[src/hw/rtl/iss_pkg.sv]
package iss_pkg;

    localparam int ISS_MAX_SYLLABLE = 16;

    typedef enum logic [2:0] {
        MODE_CLOSED  = 3'd0,
        MODE_VOWMAT  = 3'd1,
        MODE_EXC     = 3'd2,
        MODE_CLUSTER = 3'd3,
        MODE_CLMAT   = 3'd4
    } t_mode;

    typedef enum logic [2:0] {
        CLS_DEF = 3'd0,
        CLS_CHB = 3'd1,
        CLS_VOW = 3'd2,
        CLS_CON = 3'd3,
        CLS_MAT = 3'd4,
        CLS_HAL = 3'd5,
        CLS_NUK = 3'd6
    } t_class;

    localparam logic [7:0] CHB_LO = 8'd161;
    localparam logic [7:0] CHB_HI = 8'd163;
    localparam logic [7:0] VOW_LO = 8'd164;
    localparam logic [7:0] VOW_HI = 8'd178;
    localparam logic [7:0] CON_LO = 8'd179;
    localparam logic [7:0] CON_HI = 8'd216;
    localparam logic [7:0] MAT_LO = 8'd218;
    localparam logic [7:0] MAT_HI = 8'd231;
    localparam logic [7:0] HALANT = 8'd232;
    localparam logic [7:0] NUKTA  = 8'd233;

    function automatic t_class byte_class(input logic [7:0] b);
        t_class k;
        if (b >= CHB_LO && b <= CHB_HI) begin
            k = CLS_CHB;
        end else if (b >= VOW_LO && b <= VOW_HI) begin
            k = CLS_VOW;
        end else if (b >= CON_LO && b <= CON_HI) begin
            k = CLS_CON;
        end else if (b >= MAT_LO && b <= MAT_HI) begin
            k = CLS_MAT;
        end else if (b == HALANT) begin
            k = CLS_HAL;
        end else if (b == NUKTA) begin
            k = CLS_NUK;
        end else begin
            k = CLS_DEF;
        end
        return k;
    endfunction

    // Bytes that form their own syllable and may take a chandrabindu or a nukta.
    function automatic logic is_exc(input logic [7:0] b);
        return (b == 8'd161) || (b == 8'd166) || (b == 8'd167) ||
               (b == 8'd170) || (b == 8'd234);
    endfunction

    // Cluster heads whose final matra may still take a nukta.
    function automatic logic is_exc_matra_base(input logic [7:0] b);
        return (b == 8'd219) || (b == 8'd220) || (b == 8'd239);
    endfunction

endpackage

[src/hw/rtl/iss_in_if.sv]
interface iss_in_if;
    logic       valid;
    logic       ready;
    logic [7:0] code_byte;
    logic       run_start;

    modport source (output valid, output code_byte, output run_start, input ready);
    modport sink   (input valid, input code_byte, input run_start, output ready);
endinterface

[src/hw/rtl/iss_out_if.sv]
interface iss_out_if;
    logic       valid;
    logic       ready;
    logic [7:0] out_byte;
    logic       syllable_start;
    logic       forced_break;

    modport source (output valid, output out_byte, output syllable_start,
                     output forced_break, input ready);
    modport sink   (input valid, input out_byte, input syllable_start,
                     input forced_break, output ready);
endinterface

[src/hw/rtl/iscii_syllable_segmenter_top.sv]
// ISCII syllable segmenter. Bytes of a run enter on i_byte, one per transfer, and
// leave on o_seg in the same order, each unchanged and tagged with syllable_start
// (the byte opens a new syllable) and forced_break (the break came from the
// MAX_SYLLABLE length limit). Set run_start on the first byte of each run. The
// block takes one byte per clock cycle when o_seg is not stalled. A byte is first
// held in the input register and is then loaded into the output register, with
// the segmentation state updated as it passes between them, and it is offered on
// o_seg from the output register. While an output transfer is pending the output
// register stays loaded; the input register can take one more byte, after which
// i_byte stalls until o_seg accepts.
module iscii_syllable_segmenter_top
    import iss_pkg::*;
#(
    parameter int MAX_SYLLABLE = ISS_MAX_SYLLABLE
) (
    input  logic      i_clk,
    input  logic      i_rst_n,
    iss_in_if.sink    i_byte,
    iss_out_if.source o_seg
);

    localparam int LEN_W = $clog2(MAX_SYLLABLE + 1);

    logic             r_s1_valid;
    logic [7:0]       r_s1_byte;
    logic             r_s1_run;

    logic             r_out_valid;
    logic [7:0]       r_out_byte;
    logic             r_out_start;
    logic             r_out_forced;

    t_mode            r_mode;
    logic             r_halant;
    logic [7:0]       r_first_byte;
    logic [LEN_W-1:0] r_len;

    t_mode            n_mode;
    logic             n_halant;
    logic [7:0]       n_first_byte;
    logic [LEN_W-1:0] n_len;
    logic             n_start;
    logic             n_forced;

    t_class           klass;
    t_mode            cur_mode;
    logic             cur_halant;
    logic             joins;
    t_mode            j_mode;
    logic             j_halant;
    logic             s1_adv;

    assign s1_adv       = r_s1_valid && (!r_out_valid || o_seg.ready);
    assign i_byte.ready = !r_s1_valid || s1_adv;

    assign o_seg.valid          = r_out_valid;
    assign o_seg.out_byte       = r_out_byte;
    assign o_seg.syllable_start = r_out_start;
    assign o_seg.forced_break   = r_out_forced;

    always_comb begin
        n_forced = joins && (r_len >= LEN_W'(MAX_SYLLABLE));
        n_start  = !joins || n_forced;
    end

    always_comb begin
        klass      = byte_class(r_s1_byte);
        cur_mode   = r_s1_run ? MODE_CLOSED : r_mode;
        cur_halant = r_s1_run ? 1'b0 : r_halant;
        joins      = 1'b0;
        j_mode     = cur_mode;
        j_halant   = cur_halant;

        case (cur_mode)
            MODE_VOWMAT: begin
                if (klass == CLS_CHB) begin
                    joins  = 1'b1;
                    j_mode = MODE_CLOSED;
                end
            end
            MODE_EXC: begin
                if (klass == CLS_CHB || klass == CLS_NUK) begin
                    joins  = 1'b1;
                    j_mode = MODE_CLOSED;
                end
            end
            MODE_CLMAT: begin
                if (klass == CLS_CHB ||
                    (klass == CLS_NUK && is_exc_matra_base(r_first_byte))) begin
                    joins  = 1'b1;
                    j_mode = MODE_CLOSED;
                end
            end
            MODE_CLUSTER: begin
                case (klass)
                    CLS_CHB: begin
                        joins  = 1'b1;
                        j_mode = MODE_CLOSED;
                    end
                    CLS_MAT: begin
                        joins  = 1'b1;
                        j_mode = MODE_CLMAT;
                    end
                    CLS_NUK: begin
                        joins = 1'b1;
                    end
                    CLS_HAL: begin
                        joins    = 1'b1;
                        j_halant = 1'b1;
                    end
                    CLS_CON: begin
                        if (cur_halant) begin
                            joins    = 1'b1;
                            j_halant = 1'b0;
                        end
                    end
                    CLS_VOW: begin
                    end
                    default: begin
                        // A default byte ends the cluster and drops any pending halant.
                        j_halant = 1'b0;
                    end
                endcase
            end
            default: begin
            end
        endcase

        n_mode       = j_mode;
        n_halant     = j_halant;
        n_first_byte = r_first_byte;
        n_len        = r_len + LEN_W'(1);

        if (n_start) begin
            if (n_forced) begin
                n_halant = 1'b0;
            end
            n_len = LEN_W'(1);
            if (is_exc(r_s1_byte)) begin
                n_mode = MODE_EXC;
            end else begin
                case (klass)
                    CLS_VOW, CLS_MAT: begin
                        n_mode = MODE_VOWMAT;
                    end
                    CLS_CON: begin
                        n_mode       = MODE_CLUSTER;
                        n_first_byte = r_s1_byte;
                    end
                    default: begin
                        n_mode = MODE_CLOSED;
                    end
                endcase
            end
        end
    end

    always_ff @(posedge i_clk) begin
        if (!i_rst_n) begin
            r_s1_valid   <= 1'b0;
            r_out_valid  <= 1'b0;
            r_mode       <= MODE_CLOSED;
            r_halant     <= 1'b0;
            r_first_byte <= 8'd0;
            r_len        <= '0;
        end else begin
            if (i_byte.valid && i_byte.ready) begin
                r_s1_valid <= 1'b1;
            end else if (s1_adv) begin
                r_s1_valid <= 1'b0;
            end

            if (s1_adv) begin
                r_out_valid  <= 1'b1;
                r_mode       <= n_mode;
                r_halant     <= n_halant;
                r_first_byte <= n_first_byte;
                r_len        <= n_len;
            end else if (o_seg.ready) begin
                r_out_valid <= 1'b0;
            end
        end
    end

    always_ff @(posedge i_clk) begin
        if (i_byte.valid && i_byte.ready) begin
            r_s1_byte <= i_byte.code_byte;
            r_s1_run  <= i_byte.run_start;
        end
        if (s1_adv) begin
            r_out_byte   <= r_s1_byte;
            r_out_start  <= n_start;
            r_out_forced <= n_forced;
        end
    end

endmodule

[src/flat_wrapper.sv]
// flat-port wrapper written by rule: the top's interface ports become plain ports
module iscii_syllable_segmenter_top_flat import iss_pkg::*;
#(
    parameter int MAX_SYLLABLE = ISS_MAX_SYLLABLE
)
  (i_clk, i_rst_n, i_byte_valid, i_byte_code_byte, i_byte_run_start, i_byte_ready, o_seg_valid, o_seg_out_byte, o_seg_syllable_start, o_seg_forced_break, o_seg_ready);
  iss_in_if i_byte_i ();
  iss_out_if o_seg_i ();
  input  logic i_clk;
  input  logic i_rst_n;
  input wire logic [$bits(i_byte_i.valid)-1:0] i_byte_valid;
  input wire logic [$bits(i_byte_i.code_byte)-1:0] i_byte_code_byte;
  input wire logic [$bits(i_byte_i.run_start)-1:0] i_byte_run_start;
  output wire logic [$bits(i_byte_i.ready)-1:0] i_byte_ready;
  output wire logic [$bits(o_seg_i.valid)-1:0] o_seg_valid;
  output wire logic [$bits(o_seg_i.out_byte)-1:0] o_seg_out_byte;
  output wire logic [$bits(o_seg_i.syllable_start)-1:0] o_seg_syllable_start;
  output wire logic [$bits(o_seg_i.forced_break)-1:0] o_seg_forced_break;
  input wire logic [$bits(o_seg_i.ready)-1:0] o_seg_ready;
  assign i_byte_i.valid = i_byte_valid;
  assign i_byte_i.code_byte = i_byte_code_byte;
  assign i_byte_i.run_start = i_byte_run_start;
  assign i_byte_ready = i_byte_i.ready;
  assign o_seg_valid = o_seg_i.valid;
  assign o_seg_out_byte = o_seg_i.out_byte;
  assign o_seg_syllable_start = o_seg_i.syllable_start;
  assign o_seg_forced_break = o_seg_i.forced_break;
  assign o_seg_i.ready = o_seg_ready;
  iscii_syllable_segmenter_top #(.MAX_SYLLABLE(MAX_SYLLABLE)) u_core (.i_clk(i_clk), .i_rst_n(i_rst_n), .i_byte(i_byte_i), .o_seg(o_seg_i));
endmodule
[config.mk]
export PLATFORM = sky130hd
export DESIGN_NAME = iscii_syllable_segmenter_top_flat
export DESIGN_NICKNAME = d
export VERILOG_FILES = /design/src/hw/rtl/iss_pkg.sv /design/src/hw/rtl/iss_in_if.sv /design/src/hw/rtl/iss_out_if.sv /design/src/hw/rtl/iscii_syllable_segmenter_top.sv /design/src/flat_wrapper.sv
export SDC_FILE = /design/constraint.sdc
export NUM_CORES = 1
export LEC_CHECK = 0
export BUFFER_PORTS_ARGS = -buffer_cell sky130_fd_sc_hd__buf_4
export CAP_MARGIN = 25
export CORE_UTILIZATION = 56
export CTS_CLUSTER_SIZE = 20
export DETAILED_ROUTE_END_ITERATION = 7
export HOLD_SLACK_MARGIN = 0.15
export PLACE_DENSITY = 0.74
export SYNTH_ARGS = -nofsm -noshare
export SYNTH_HDL_FRONTEND = slang
export SYNTH_SLANG_ARGS = --single-unit
[constraint.sdc]
create_clock -name i_clk -period 2.8 [get_ports i_clk]
set_clock_uncertainty 0.1 [all_clocks]
set_input_delay 0.28 -clock i_clk [delete_from_list [all_inputs] [get_ports i_clk]]
set_output_delay 0.28 -clock i_clk [all_outputs]
set_load 0.01 [all_outputs]
After elaboration in Yosys (flattened, before gate mapping). Cells that the tools add are included.

Register bits: 38. Bits of input ports: 13. Output and inout bits: 12. Word-level logic and storage cells: 101.

$add $sub $neg: 1. Magnitude comparators: 9. Eq/ne operators: 20. Muxes and demuxes: 31. Bitwise operators: 1. Reduce and logical (&&, ||, !) cells: 28.

Operators with widths (count): == test 8 bit, second input constant (10); 2-to-1 mux 3 bit (12); >= comparator 8 bit, second input constant (4); less-or-equal comparator 8 bit, second input constant (4); == test 3 x 2 -> 1 bit, second input constant (4); == test 3 bit, second input constant (4); 2-to-1 mux 1 bit (12); one-hot mux 3 bit (4 select lines) (1); logical OR 1 bit (11); logical AND 1 bit (8); OR reduction 4 bit (2); == test 3 x 1 -> 1 bit, second input constant (2); one-hot mux 3 bit (2 select lines) (1); adder 5 x 1 -> 5 bit, second input constant (1); >= comparator 5 bit, second input constant (1); 2-to-1 mux 5 bit (1); one-hot mux 1 bit (2 select lines) (2); one-hot mux 1 bit (4 select lines) (1); one-hot mux 2 bit (2 select lines) (1); AND reduction 4 bit (1); nonzero test 2 bit (2); zero test 1 bit (3); OR reduction 2 bit (1); inverter 1 bit (1).

Longest topological paths before layout. Gate-level depths: netlist of the first run.

Depth after elaboration: 15. Depth in mapped cells: 9. Depth with buffers taken out: 7.

Worst setup path after synthesis of the first run. Ideal clock, no wire load.

Path type: register to register. Start point: reg u_core.r_s1_byte[2]. End point: reg u_core.r_mode[1]. Setup time: 0.074 ns. Arrival: 2.109 ns. Required time: 2.626 ns. Slack: 0.517 ns. Stages on the path, launching flop included: 10. Period minus slack after synthesis: 2.283 ns. Path through: edfxtp_1 buf_6 nor3_2 or3b_4 nor3_2 a311o_2 o21bai_2 buf_6 or3_1 a31oi_1.

Word-level cells in the longest chain between the ends: 15. Elaborated cells on any way between the ends: 56.

Ends and longest elaborated chain: start, declared (line iscii_syllable_segmenter_top.sv:25) `logic [7:0] r_s1_byte;`; start signal, assigned (line iscii_syllable_segmenter_top.sv:187) `r_s1_byte <= i_byte.code_byte;`; branches (longest 6 deep; another with >= comparator 8 bit); 2-to-1 mux 3 bit * (line iss_pkg.sv:36) `if (b >= CHB_LO && b <= CHB_HI) begin`; branches (longest 4 deep; another with OR reduction 4 bit); one-hot mux 1 bit (4 select lines) * (line iscii_syllable_segmenter_top.sv:74) `case (cur_mode)`; zero test 1 bit / logical AND 1 bit (equally long branches) (line iscii_syllable_segmenter_top.sv:63, iscii_syllable_segmenter_top.sv:62); logical OR 1 bit * (line iscii_syllable_segmenter_top.sv:63) `n_start = !joins || n_forced;`; via u_core.n_start (line iscii_syllable_segmenter_top.sv:42) `logic n_start;`; 2-to-1 mux 3 bit * (line iscii_syllable_segmenter_top.sv:134) `if (n_start) begin`; end signal, assigned (line iscii_syllable_segmenter_top.sv:175) `r_mode <= n_mode;`; end, declared (line iscii_syllable_segmenter_top.sv:33) `t_mode r_mode;`.

Mark *: on every way through the listed nets, which the timed path passes. A chain may end at the register's enable or synchronous reset.

Worst setup path in the final report of the first run.
Start point: reg u_core.r_s1_byte[2]. End point: reg u_core.r_first_byte[6].

Word-level cells in the longest chain between the ends: 15. Elaborated cells on any way between the ends: 48.

Ends and longest elaborated chain: branches (longest 14 deep; another with >= comparator 8 bit); AND reduction 4 bit (no source line) *; end signal, assigned (line iscii_syllable_segmenter_top.sv:177) `r_first_byte <= n_first_byte;`; end, declared (line iscii_syllable_segmenter_top.sv:35) `logic [7:0] r_first_byte;`.

Mark *: on every way between the ends.

==> results of run 1 <==
[layer usage]
metal,share of wire,GRT usage,wire length [µm],vias to the layer above
met1,0.44,0.315,1650,698
met4,0.021,0.122,80,0
met5,0,0,0,-
li1,-,-,-,709
met3,0.046,0.0480,174,9
met2,0.50,0.399,1880,44
[kinds of logic after synthesis]
kind of cell    Yosys count  share of synthesized area
mux                       7                     0.0392
compound gates           42                      0.169
simple gates             71                      0.221
fa+ha+maj                 1                    0.00687
buf+inv                  13                     0.0371
xor+xnor                  1                    0.00481
flops                    38                      0.522
[power groups by stage]
stage	logic, mW	clock network, mW	registers, mW
global placement	0.0901	0	0.640
finish	0.105	0.268	0.630
global route	0.115	0.296	0.633
floorplan	0.0581	0	0.636
CTS	0.104	0.271	0.630
detailed placement	0.0929	0	0.642
[worst max-delay path, stage by stage (launching register included)]
cell and delay (ps):
edfxtp_1 510, a211o_1 320, nand2_1 80, o32ai_2 130, a311o_2 430, o21bai_2 380
and3_2 400, mux2i_1 230
[layout by cell type, fill, tap and decap left out, drive strengths merged, types with 2 or more instances in the layout]
cell type / synthesis / routed
clkinv: 0 / 2
o21ai: 7 / 7
a211oi: 3 / 3
mux2i: 6 / 6
a211o: 3 / 3
and2: 2 / 2
edfxtp: 19 / 19
nand2: 21 / 21
nand3: 6 / 6
nor3b: 3 / 3
dfxtp: 19 / 19
clkbuf: 5 / 6
dlygate4sd3: 0 / 10
o211ai: 2 / 2
nand3b: 2 / 2
nor2: 11 / 11
nor4b: 2 / 2
buf: 5 / 28
nand2b: 7 / 7
nor3: 4 / 4
inv: 3 / 3
a31oi: 5 / 5
o21a: 2 / 2
or3: 2 / 2
and3: 2 / 2
or4: 2 / 2
a21oi: 8 / 8
[stage by stage]
stage                     cells  total power [mW]  hold slack, ps  utilization
after global routing        253              1.04             174        0.709
after detailed placement    235             0.735             352        0.659
final                       253              1.00             162        0.709
after global placement      235             0.730             344        0.659
after CTS                   253              1.00             152        0.708
after floorplan             173             0.694             279            -
[sequential cells by signal, indices dropped and copies added (netlist names)]
name                         cells
u_core.o_seg.syllable_start      1
u_core.r_halant                  1
u_core.r_first_byte              8
u_core.r_s1_byte                 8
u_core.r_mode                    3
u_core.r_len                     5
u_core.r_s1_run                  1
u_core.o_seg.forced_break        1
u_core.r_s1_valid                1
u_core.o_seg.out_byte            8
u_core.o_seg.valid               1
[final cells by class]
type / instances / area (µm²)
repair buffers: 38 / 310
clock buffers: 6 / 41.3
inverters: 3 / 11.3
fillers: 241 / 897
well taps: 44 / 55.1
multi-input cells: 122 / 803
flip-flops and latches: 38 / 951
clock inverters: 2 / 8.76
[final timing paths]
kind	cells past startpoint	slack, ps	to
worst max register to register	7	150	u_core.r_first_byte[6]$_SDFFE_PN0P_
worst min-delay path	4	160	u_core.o_seg.valid$_SDFFE_PN0P_
worst min register to register	2	380	u_core.r_first_byte[3]$_SDFFE_PN0P_
worst max-delay path	7	150	u_core.r_first_byte[6]$_SDFFE_PN0P_
[timing repair]
action / CTS / global route
endpoints found under the setup margin: 0 / 7
hold endpoints to repair: 10 / 0
gates resized for setup: 0 / 1
hold buffers: 10 / 0
==> metrics.md, run 1 <==
| Metric | Value |
|---|---|
| Routed via count | `1460` |
| GR Util All Layers | `0.246` |
| Post-CTS Setup Inserts | `0` |
| Worst EP arrival | `2830 ps` |
| Vias per inst | `5.77` |
| Startpoint types | `flop` |
| Leakage | `0.767 nW` |
| Min cycle time layout | `2650 ps` |
| RSZ-0062 raised after global routing | `no` |
| Area of the mapped netlist | `1820 µm²` |
| Finish-stage setup viols | `0` |
| Post-DP HPWL | `2.67 mm` |
| Synthesized instance count | `173` |
| Worst Tran Pin Value | `449 ps` |
| Clock power share | `0.268` |
| Sequential share of power | `0.628` |
| Final Hold Viols | `0` |
| GR Overflow Total | `0` |
| Total wire length | `3.79 mm` |
| Top FF cell, synth | `edfxtp_1` |
| Htree depth | `2` |
| DIE WIDTH | `59.0 µm` |
| Critical path required time | `2990 ps` |
| Num rows | `20` |
| Final ANT Viol Nets | `0` |
| Avg WL per Cell | `15.0 µm` |
| Share of layout cells above drive strength 1 | `0.211` |
| CTS clock-pin slew for the worst setup and hold paths | `110 ps` |
| Sw frac | `0.248` |
| Die Span Y | `59.0 µm` |
| Peak VDD IR | `0.000300 V` |
| Largest net degree at the start of global routing | `22` |
| Count leader, synth | `nand2_1` |
| Slew Limit Fails | `0` |
| Number of synthesized flops with an enable pin | `19` |
| Slew margin rel. | `0.700` |
| Pre-CTS setup slack | `64.9 ps` |
| Clk Latency, worst-skew pair | `350 ps` |
| Die area | `3480 µm²` |
| Top-area cell type share of the netlist area | `0.313` |
| # diodes | `0` |
| CP Max Fanout | `12` |
| Syn avg cell area | `10.5 µm²` |
| Status | `complete, no violations` |
| Syn. warnings | `0` |
| Final TNS setup | `0 ps` |
| HP Start | `o_seg_ready` |
| Yosys reg bits | `38` |
| P_int | `754 µW` |
| Fin nets | `222` |
| Vias in the first global route | `1395` |
| Global-route wire length before repair | `6.22 mm` |
| FMAX | `0.378 GHz` |
| Cell accounting for the most synthesized area | `edfxtp_1` |
| Area Growth Syn to Fin | `19.8%` |
| Net Count, Synth | `187` |
| DP Area | `2030 µm²` |
| Top cells by area, synth | `edfxtp_1, dfxtp_1, nand2_1` |
| Num ports | `25` |
| Post-route design area | `2180 µm²` |
| Initial Utilization | `0.591` |
| Final period utilization | `0.946` |
| Worst setup margin | `152 ps` |
| Net Sw Power | `249 µW` |
| CTS Buf Count | `5` |
| Post-synthesis cell type count | `53` |
| Synth top cells by count | `nand2_1, dfxtp_1, edfxtp_1` |
| Comb power frac | `0.104` |
| Register area share after synthesis | `0.522` |
| Deepest clock path buffer count | `2` |
| Reg-to-reg startpoint | `u_core.r_s1_byte[2]$_DFFE_PP_` |
| Crit Path Class | `flop to flop` |
| Ys async rst share | `0` |
| Initial DRC Count | `90` |
| # clock sinks | `38` |
| Power per Cell Area | `460 nW/µm²` |
| Initial antenna violation count | `0` |
| Routability Congestion | `0.802` |
| Critical path launch point | `u_core.r_s1_byte[2]$_DFFE_PP_` |
| PortBufs | `24` |
| Type of the tightest min-delay check | `input pin to flop` |
| Floorplan core area | `3080 µm²` |
| TritonCTS clock tree | `built` |
| DRC viols | `0` |
| Max-cap violation count | `0` |
| Root buffer cell | `clkbuf_4` |
| First drt pass iteration count | `4` |
| CP Capture Type | `flop` |
No activity file was read; power rests on OpenSTA's default activity.
==> run 2: changes to the inputs <==
--- a/config.mk
+++ b/config.mk
@@ -7,11 +7,12 @@
 export LEC_CHECK = 0
 export BUFFER_PORTS_ARGS = -buffer_cell sky130_fd_sc_hd__buf_4
 export CAP_MARGIN = 25
-export CORE_UTILIZATION = 56
+export CORE_MARGIN = 2
+export CORE_UTILIZATION = 30
 export CTS_CLUSTER_SIZE = 20
 export DETAILED_ROUTE_END_ITERATION = 7
 export HOLD_SLACK_MARGIN = 0.15
-export PLACE_DENSITY = 0.74
+export PLACE_DENSITY = 0.43
 export SYNTH_ARGS = -nofsm -noshare
 export SYNTH_HDL_FRONTEND = slang
 export SYNTH_SLANG_ARGS = --single-unit
==> metrics.md, run 2 (synthesis gave the netlist of run 1 again) <==
| Metric | Value |
|---|---|
| Status | `complete, no violations` |
| Comb power frac | `0.103 (about the same)` |
| Routed via count | `1456 (-0.27%)` |
| CP Capture Type | `flop` |
| Finish-stage setup viols | `0 (unchanged)` |
| Initial Utilization | `0.309 (-0.282)` |
| Final ANT Viol Nets | `0 (unchanged)` |
| Avg WL per Cell | `14.5 µm (-3.0%)` |
| Num rows | `28 (+40%)` |
| Initial DRC Count | `62 (-31%)` |
| Die Span Y | `81.9 µm (+39%)` |
| # clock sinks | `38 (unchanged)` |
| Area Growth Syn to Fin | `26.8%` |
| Post-CTS Setup Inserts | `0 (unchanged)` |
| CP Max Fanout | `9 (-3)` |
| GR Util All Layers | `0.145 (-0.101)` |
| # diodes | `0 (unchanged)` |
| DIE WIDTH | `81.9 µm (+39%)` |
| Htree depth | `2 (unchanged)` |
| Clk Latency, worst-skew pair | `290 ps (-60 ps)` |
| Final TNS setup | `0 ps (unchanged)` |
| Deepest clock path buffer count | `2 (unchanged)` |
| Slew margin rel. | `0.700 (about the same)` |
| Worst Tran Pin Value | `449 ps (+0.105 ps)` |
| Startpoint types | `flop` |
| Worst setup margin | `235 ps (+82.2 ps)` |
| Vias in the first global route | `1458 (+4.5%)` |
| Clock power share | `0.326 (+0.058)` |
| CTS clock-pin slew for the worst setup and hold paths | `80 ps (-30 ps)` |
| RSZ-0062 raised after global routing | `no` |
| Commonest non-fill, non-tap cell in the layout | `buf_4` |
| Pre-CTS setup slack | `254 ps (+189 ps)` |
| Slew Limit Fails | `0 (unchanged)` |
| Floorplan core area | `5890 µm² (+91%)` |
| Worst EP arrival | `2680 ps (-150 ps)` |
| PortBufs | `24 (unchanged)` |
| Type of the tightest min-delay check | `input pin to flop` |
| Max-cap violation count | `0 (unchanged)` |
| Net Sw Power | `266 µW (+6.6%)` |
| Initial antenna violation count | `0 (unchanged)` |
| FILL cells | `608 (+150%)` |
| Post-CTS resize count | `0 (unchanged)` |
| TritonCTS clock tree | `built` |
| Routability Congestion | `0.738 (-7.9%)` |
| Sw frac | `0.241 (-0.00741)` |
| Sequential share of power | `0.571 (-0.057)` |
| P_int | `837 µW (+11%)` |
| Fin nets | `228 (+2.7%)` |
| CTS Buf Count | `5 (unchanged)` |
| Post-route design area | `2310 µm² (+5.9%)` |
| Critical path required time | `2920 ps (-70 ps)` |
| Root buffer cell | `clkbuf_8` |
| Power per Cell Area | `477 nW/µm² (+3.8%)` |
| Largest net degree at the start of global routing | `22 (unchanged)` |
| Share of layout cells above drive strength 1 | `0.233 (+0.0220)` |
| Vias per inst | `5.02 (-13%)` |
| FMAX | `0.390 GHz (+3.2%)` |
| Most frequent cells in the layout | `buf_4, nand2_1, edfxtp_1, dfxtp_1, nor2_1` |
| Num ports | `25 (unchanged)` |
| Post-DP HPWL | `3.06 mm (+15%)` |
| First drt pass iteration count | `4 (unchanged)` |
| Final period utilization | `0.916 (-0.0294)` |
| GR Overflow Total | `0 (unchanged)` |
| Crit Path Class | `flop to flop` |
| Total wire length | `4.21 mm (+11%)` |
| Die area | `6710 µm² (+93%)` |
| Util after Layout | `0.392 (-0.316)` |
| Min cycle time layout | `2570 ps (-82.2 ps)` |
| Peak VDD IR | `0.000204 V (-32%)` |
| Final Hold Viols | `0 (unchanged)` |
| DP Area | `2130 µm² (+4.7%)` |
| DRC viols | `0 (unchanged)` |
| Leakage | `0.815 nW (+6.2%)` |
| Global-route wire length before repair | `7.17 mm (+15%)` |
| Hold_buf cts | `10 (unchanged)` |
[run 2: changes by cell type in the layout (fill, tap and decap cells not counted), sizes merged]
cell  before  now
buf       28   34
[run 2: area by class of cell]
| type | count | area (µm²) | share of cell area |
|---|---|---|---|
| flip-flops and latches | 38 | 951 | 0.412 |
| multi-input cells | 122 | 802 | 0.347 |
| repair buffers | 44 | 368 | 0.159 |
| well taps | 75 | 93.8 | 0.0407 |
| clock buffers | 6 | 72.6 | 0.0314 |
| inverters | 3 | 11.3 | 0.00488 |
| clock inverters | 2 | 10.0 | 0.00434 |
[run 2: metrics by stage]
step           hold slack (ps)  std cells  total power [mW]
2_1_floorplan              279        173             0.694
3_3_place_gp               345        272             0.743
3_5_place_dp               359        272             0.745
4_1_cts                    184        290              1.12
5_1_grt                    217        290              1.15
6_report                   188        290              1.10
[run 2: power groups by stage]
stage	clock network (mW)	logic, mW	registers (mW)
after floorplan	0	0.0581	0.636
after global placement	0	0.103	0.641
after detailed placement	0	0.103	0.642
after CTS	0.380	0.114	0.629
after global routing	0.396	0.125	0.633
final	0.360	0.113	0.629
[run 2: path summary, 6_finish.rpt]
check | from | to | slack [ps] | depth (start not counted)
worst max-delay path | u_core.r_s1_byte[2]$_DFFE_PP_ | u_core.r_mode[2]$_SDFFE_PN0P_ | 230 | 7
worst min-delay path | o_seg_ready | u_core.o_seg.valid$_SDFFE_PN0P_ | 190 | 4
worst min register to register | u_core.r_first_byte[6]$_SDFFE_PN0P_ | u_core.r_first_byte[6]$_SDFFE_PN0P_ | 370 | 2
worst max register to register | u_core.r_s1_byte[2]$_DFFE_PP_ | u_core.r_mode[2]$_SDFFE_PN0P_ | 230 | 7
[run 2: worst max-delay path: stages (launching register included)]
cell	delay, ps
edfxtp_1	540
nor4b_4	320
nand3_1	170
a211o_1	280
o2bb2ai_1	230
o21bai_2	170
or4_1	530
a21oi_1	150
[run 2: routing by layer]
metal	part of all wire	global-route usage	vias up	wire length, µm
li1	-	-	721	-
met1	0.47	0.184	699	1970
met2	0.49	0.236	29	2050
met3	0.027	0.0264	7	114
met4	0.019	0.0700	0	82
met5	0	0	-	0
